--- src/rtl/core/fjpr_pkg.sv ---
// Package for the framed joint position receiver: frame constants, state and
// result types shared by the decode logic and the top level.
// No dependencies.
package fjpr_pkg;

  localparam int unsigned FrameSlots = 20;
  localparam int unsigned KeptSlots  = 8;
  localparam int unsigned SlotIdxW   = $clog2(KeptSlots);
  localparam int unsigned CountW     = $clog2(FrameSlots + 1);

  localparam logic [7:0] StartByte  = 8'd127;
  localparam logic [7:0] EndByte    = 8'd126;
  localparam logic [7:0] JointLimit = 8'd100;

  typedef struct packed {
    logic                              in_frame;
    logic [CountW-1:0]                 slot_count;
    logic [KeptSlots-1:0][7:0]         slots;
  } fjpr_state_t;

  typedef struct packed {
    logic       emit;
    logic       frame_ok;
    logic [7:0] joint_a;
    logic [7:0] joint_b;
    logic [7:0] joint_c;
    logic [7:0] joint_d;
    logic [6:0] joint_e;
    logic [7:0] head_pos;
  } fjpr_result_t;

endpackage

--- src/rtl/core/framed_joint_position_receiver_unit.sv ---
// Top level of the framed joint position receiver: input register, frame
// state, result register. Depends on fjpr_pkg and fjpr_decode.
//
// An accepted input transaction passes the input register, then its result
// enters the result register. Throughput: one byte per cycle while the master
// side does not stall; the frame state update in fjpr_decode is the only loop.
// Reset (rst_ni, async, active low): no frame open, count and slots zero,
// both pipeline registers empty.
module framed_joint_position_receiver_unit (
  input  logic        clk_i,
  input  logic        rst_ni,
  // slave side: received bytes
  input  logic        s_axis_tvalid,
  output logic        s_axis_tready,
  input  logic [7:0]  s_axis_tdata,   // [7:0] rx_byte
  // master side: one transaction per closed frame
  output logic        m_axis_tvalid,
  input  logic        m_axis_tready,
  output logic [47:0] m_axis_tdata,   // [7:0] joint_a, [15:8] joint_b,
                                      // [23:16] joint_c, [31:24] joint_d,
                                      // [38:32] joint_e, [46:39] head_pos,
                                      // [47] zero
  output logic        m_axis_tuser    // [0] frame_ok
);

  // Input register
  logic       in_valid_q, in_valid_d;
  logic [7:0] in_byte_q;

  // Frame state
  fjpr_pkg::fjpr_state_t state_q, state_d;

  // Result register
  logic                   out_valid_q, out_valid_d;
  fjpr_pkg::fjpr_result_t res_q;
  fjpr_pkg::fjpr_result_t res_d;

  logic adv;       // pipeline moves: result register free or being drained
  logic in_take;   // slave transaction this cycle

  assign adv           = !out_valid_q || m_axis_tready;
  assign s_axis_tready = !in_valid_q || adv;
  assign in_take       = s_axis_tvalid && s_axis_tready;

  fjpr_decode u_decode (
    .rx_byte_i (in_byte_q),
    .state_i   (state_q),
    .state_o   (state_d),
    .result_o  (res_d)
  );

  always_comb begin
    if (in_take) begin
      in_valid_d = 1'b1;
    end else if (adv) begin
      in_valid_d = 1'b0;
    end else begin
      in_valid_d = in_valid_q;
    end

    // a byte only produces a result when it closes a frame
    if (adv) begin
      out_valid_d = in_valid_q && res_d.emit;
    end else begin
      out_valid_d = out_valid_q;
    end
  end

  always_ff @(posedge clk_i or negedge rst_ni) begin
    if (!rst_ni) begin
      in_valid_q  <= 1'b0;
      out_valid_q <= 1'b0;
      state_q     <= '0;
    end else begin
      in_valid_q  <= in_valid_d;
      out_valid_q <= out_valid_d;
      if (adv && in_valid_q) begin
        state_q <= state_d;
      end
    end
  end

  // payload registers, no reset needed
  always_ff @(posedge clk_i) begin
    if (in_take) begin
      in_byte_q <= s_axis_tdata;
    end
    if (adv && in_valid_q && res_d.emit) begin
      res_q <= res_d;
    end
  end

  assign m_axis_tvalid = out_valid_q;
  assign m_axis_tuser  = res_q.frame_ok;
  assign m_axis_tdata  = {1'b0, res_q.head_pos, res_q.joint_e, res_q.joint_d,
                          res_q.joint_c, res_q.joint_b, res_q.joint_a};

endmodule

--- src/rtl/core/fjpr_decode.sv ---
// Per-byte frame decode: next frame state and the optional result for one byte.
// Depends on fjpr_pkg.
module fjpr_decode (
  input  logic                 [7:0] rx_byte_i,
  input  fjpr_pkg::fjpr_state_t      state_i,
  output fjpr_pkg::fjpr_state_t      state_o,
  output fjpr_pkg::fjpr_result_t     result_o
);

  logic                        in_frame;
  logic [fjpr_pkg::CountW-1:0] cnt;
  logic                        ok;

  always_comb begin
    state_o  = state_i;
    result_o = '0;
    ok       = 1'b1;

    // start byte reopens the frame at slot 0
    if (rx_byte_i == fjpr_pkg::StartByte) begin
      in_frame = 1'b1;
      cnt      = '0;
    end else begin
      in_frame = state_i.in_frame;
      cnt      = state_i.slot_count;
    end
    state_o.in_frame   = in_frame;
    state_o.slot_count = cnt;

    if (in_frame) begin
      if (rx_byte_i != fjpr_pkg::EndByte) begin
        if (cnt < fjpr_pkg::CountW'(fjpr_pkg::FrameSlots)) begin
          if (cnt < fjpr_pkg::CountW'(fjpr_pkg::KeptSlots)) begin
            state_o.slots[cnt[fjpr_pkg::SlotIdxW-1:0]] = rx_byte_i;
          end
          state_o.slot_count = cnt + fjpr_pkg::CountW'(1);
        end else begin
          // full frame: byte dropped, count wraps
          state_o.slot_count = '0;
        end
      end else begin
        // closing byte lands in a kept slot if the count points at one
        if (cnt < fjpr_pkg::CountW'(fjpr_pkg::KeptSlots)) begin
          state_o.slots[cnt[fjpr_pkg::SlotIdxW-1:0]] = rx_byte_i;
        end
        state_o.slot_count = '0;
        state_o.in_frame   = 1'b0;

        for (int i = 1; i < int'(fjpr_pkg::KeptSlots); i++) begin
          if (state_o.slots[i] > fjpr_pkg::JointLimit) ok = 1'b0;
        end

        result_o.emit = 1'b1;
        if (ok) begin
          result_o.frame_ok = 1'b1;
          result_o.joint_a  = state_o.slots[2];
          result_o.joint_b  = state_o.slots[3];
          result_o.joint_c  = state_o.slots[5];
          result_o.joint_d  = state_o.slots[6];
          result_o.joint_e  = 7'(fjpr_pkg::JointLimit - state_o.slots[7]);
          result_o.head_pos = state_o.slots[4];
        end
      end
    end
  end

endmodule

--- config.mk ---
export PLATFORM = sky130hd
export DESIGN_NAME = framed_joint_position_receiver_unit
export DESIGN_NICKNAME = d
export VERILOG_FILES = /design/src/rtl/core/fjpr_pkg.sv /design/src/rtl/core/framed_joint_position_receiver_unit.sv /design/src/rtl/core/fjpr_decode.sv
export SDC_FILE = /design/constraint.sdc
export NUM_CORES = 1
export LEC_CHECK = 0
export BUFFER_PORTS_ARGS = -buffer_cell sky130_fd_sc_hd__buf_4
export CORE_MARGIN = 3
export CORE_UTILIZATION = 60
export CTS_CLUSTER_SIZE = 16
export DETAILED_ROUTE_END_ITERATION = 10
export PLACE_DENSITY_LB_ADDON = 0.25
export RECOVER_POWER = 50
export REMOVE_ABC_BUFFERS = 1
export SYNTH_ARGS = -nofsm -noshare
export SYNTH_HDL_FRONTEND = slang
export SYNTH_SLANG_ARGS = --single-unit
--- constraint.sdc ---
create_clock -name clk_i -period 9.65 [get_ports clk_i]
set_input_delay 0.965 -clock clk_i [delete_from_list [all_inputs] [get_ports clk_i]]
set_output_delay 0.965 -clock clk_i [all_outputs]
set_load 0.02 [all_outputs]
==> flow_summary_export.csv <==
group,metric,value,unit
die,die_x,104,µm
synthesis,syn-cell-area,5800,µm²
place,place_ws,5.33,ns
routing,drc_errors,0,
synthesis,synth_area_leaders,"edfxtp_1 (29%), dfrtp_1 (28%), mux2_2 (11%)",
clocking,clk_latency,0.51,ns
clocking,cts_root_buffer,"clkbuf_8",
setup_path,reg2regPathDepth,7,
routing,vias_per_cell,5.98,
die,die_area,10900,µm²
routing,route.detailed.wl_per_inst,18.1,µm
sta,tns,0,ns
synthesis,synth-edff-count,56,
routing,routed_wl,12100,µm
power,power.density,213,nW/µm²
setup_path,crit_required,9.85,ns
finish,multi_input_area,2340,µm²
finish,fin_util,0.720,
power,ir_drop,0.155,mV
min_path,hold_end,"state_q[55]",
die,coreArea,9330,µm²
setup_path,r2r_setup_slack,4.52,ns
routing,vias,4007,
grt,grt_pass1_vias,4035,
synthesis,ys_seq_area_frac,0.566,
min_path,hold_start,"state_q[55]",
sta,hold_violations,0,
flow_run,maxCapViolations,1,
setup_path,worstPathArrival,5.33,ns
finish,area_growth,15.8,%
sta,slew_headroom,-1.29,
power,static-leakage-power,3.01,nW
finish,nFillCells,683,
synthesis,syn_avg_cell_area,12.2,µm²
clocking,post_cts_buffers,0,
routing,dr.pass1.iters,5,
synthesis,yosys_warnings,0,
clocking,ctsHoldBuffers,0,
run_status,outcome,"complete, but fails checks",
min_path,whs_path_depth,1,
synthesis,netlist-cell-type-count,54,
routing,antenna_left,0,
sta,layout_setup_ws,4.52,ns
grt,grt_max_degree,65,
sta,clock_skew,0.00721,ns
synthesis,yosysTopAreaCell,"edfxtp_1",
synthesis,synth_cells,476,
sta,fin_crit,5.13,ns
clocking,cts_tree,"done",
grt,antenna_found_initial,0,
clocking,cts.repair.resized,0,
place,dp.final_hpwl,7350,µm
clocking,cts-buffers-inserted,17,
place,io_buffers,61,
synthesis,synth_top_area_frac,0.290,
synthesis,ys_seq_elements,120,
finish,drive_above_1_share,0.203,
sta,grt_setup_unrepaired,"false",
setup_path,setup.worst_path.start_class,"flop",
clocking,clock-sinks,120,
run_status,violations,"capacitance limit, slew limit",
grt,track_usage,0.234,
finish,nNetsFinal,542,
clocking,cts_max_level,4,
synthesis,async_reset_ff_frac,0.533,
die,initial_core_util,0.621,
routing,dr.first_iter.drc_count,252,
sta,report.final.slew_viol_count,65,
grt,grt_pass1_wl,20300,µm
min_path,holdCritPathClass,"reg2reg",
setup_path,path_max_fanout,39,
sta,min_period_over_period,0.532,
finish,insertedDiodeCount,0,
setup_path,r2r-start,"in_byte_q[3]",
place,place_congestion,0.821,
setup_path,reg2reg_to,"m_axis_tdata[37]",
setup_path,crit_type,"reg2reg",
synthesis,ys.flop_type,"dfrtp_1",
clocking,ctsLongestPathBuffers,2,
die,die_y,104,µm
setup_path,cp-end-kind,"flop",
sta,setup_viol,0,
sta,tightest_slew,3.44,ns
die,fp-row-count,35,
clocking,clkSlewWorstSetupHoldPaths,0.06,ns
die,design.portCount,63,
grt,gr-total-overflow,0,
finish,register_area,3280,µm²
sta,max_freq,0.195,GHz
==> power by group <==
group / switching (mW) / leakage [nW] / internal (mW) / total (mW)
clock network: 0.229 / 0.291 / 0.420 / 0.649
logic: 0.100 / 1.21 / 0.0709 / 0.171
registers: 0.0439 / 1.51 / 0.566 / 0.610
==> stage by stage <==
step / hold WS (ns) / std cells / area [µm²] / total power, mW
2_1_floorplan: 0.466 / 442 / 5640 / 0.721
3_3_place_gp: 0.485 / 638 / 6310 / 0.775
3_5_place_dp: 0.492 / 638 / 6310 / 0.785
4_1_cts: 0.506 / 670 / 6930 / 1.44
5_1_grt: 0.513 / 670 / 6720 / 1.48
6_report: 0.504 / 670 / 6720 / 1.43
==> final cells by class <==
| type | instances | area share |
|---|---|---|
| Clock buffer | 17 | 0.0617 |
| Clock inverter | 15 | 0.0300 |
| Inverter | 2 | 0.00112 |
| Multi-Input combinational cell | 320 | 0.348 |
| Sequential cell | 120 | 0.489 |
| Tap cell | 129 | 0.0240 |
| Timing Repair Buffer | 67 | 0.0458 |
==> critical path, cell delays in order (launching register included) <==
cell       delay (ns)
edfxtp_1         0.82
nand4_1          0.58
o2111ai_1        1.23
mux2i_1          0.30
ha_1             0.34
o221ai_1         0.36
a21o_1           0.99
nor4_1           0.18
==> cell families after synthesis <==
kind of cell               synth area share
AOI/OAI and AO/OA                    0.0667
xor gates and xnor gates            0.00907
muxes                                 0.176
DFF                                   0.566
buffers and inverters                0.0324
and+or+nand+nor                       0.144
adders and majority gates           0.00432
other                              0.000647
==> registers in the layout, indices dropped and copies added (netlist names) <==
| name | flops |
|---|---|
| in_byte_q | 8 |
| m_axis_tuser | 1 |
| state_q | 62 |
| in_valid_q | 1 |
| m_axis_tvalid | 1 |
| m_axis_tdata | 47 |
==> cells in the final DEF (no fill, tap or decap), drive strengths merged, types with 2 or more instances in the layout <==
cell / synthesis / layout
nand2: 21 / 21
dfrtp: 64 / 64
inv: 2 / 4
nand2b: 3 / 3
a21o: 2 / 2
clkinvlp: 0 / 3
mux2i: 38 / 38
clkbuf: 25 / 78
and2: 4 / 4
nor2b: 5 / 5
xnor2: 2 / 2
mux2: 57 / 57
o21ai: 28 / 28
nor4: 10 / 10
nand3b: 2 / 2
nand3: 4 / 4
xor2: 4 / 4
nand4: 3 / 3
bufinv: 0 / 4
nor3: 3 / 3
clkinv: 0 / 6
or4: 35 / 35
o2111ai: 2 / 2
o211ai: 6 / 6
conb: 1 / 6
a211o: 2 / 2
edfxtp: 56 / 56
or2: 2 / 2
nor2: 54 / 54
ha: 2 / 2
a211oi: 2 / 2
a21oi: 9 / 9
buf: 14 / 6
==> layer usage <==
layer,vias to the layer above,global-route usage,wire [µm]
li1,1872,-,-
met1,1973,0.299,5100
met2,147,0.391,5970
met3,15,0.0497,816
met4,0,0.0931,214
met5,-,0,0
==> synthesized netlist by cell type (all sizes together) (2+ instances only) <==
library cell and count:
nand3b 2, buf 14, a21oi 9, nand2b 3, a211o 2, dfrtp 64
a21o 2, xnor2 2, nand2 21, xor2 4, nand3 4, clkbuf 25
nand4 3, mux2i 38, ha 2, edfxtp 56, a211oi 2, nor3 3
nor4 10, mux2 57, nor2 54, or4 35, or2 2, o211ai 6
and2 4, o21ai 28, o2111ai 2, inv 2, nor2b 5
==> worst max-delay path by stage <==
stage | startpoint | to | slack (ns) | depth (start not counted)
floorplan | m_axis_tready | m_axis_tdata[0] | 3.04 | 4
global placement | in_byte_q[3] | m_axis_tdata[42] | 5.43 | 7
detailed placement | in_byte_q[3] | m_axis_tdata[35] | 5.33 | 7
finish | in_byte_q[3] | m_axis_tdata[37] | 4.52 | 7
CTS | in_byte_q[3] | m_axis_tdata[37] | 5.20 | 7
global route | in_byte_q[3] | m_axis_tdata[37] | 3.98 | 7
Power figures use the tool's default switching activity.
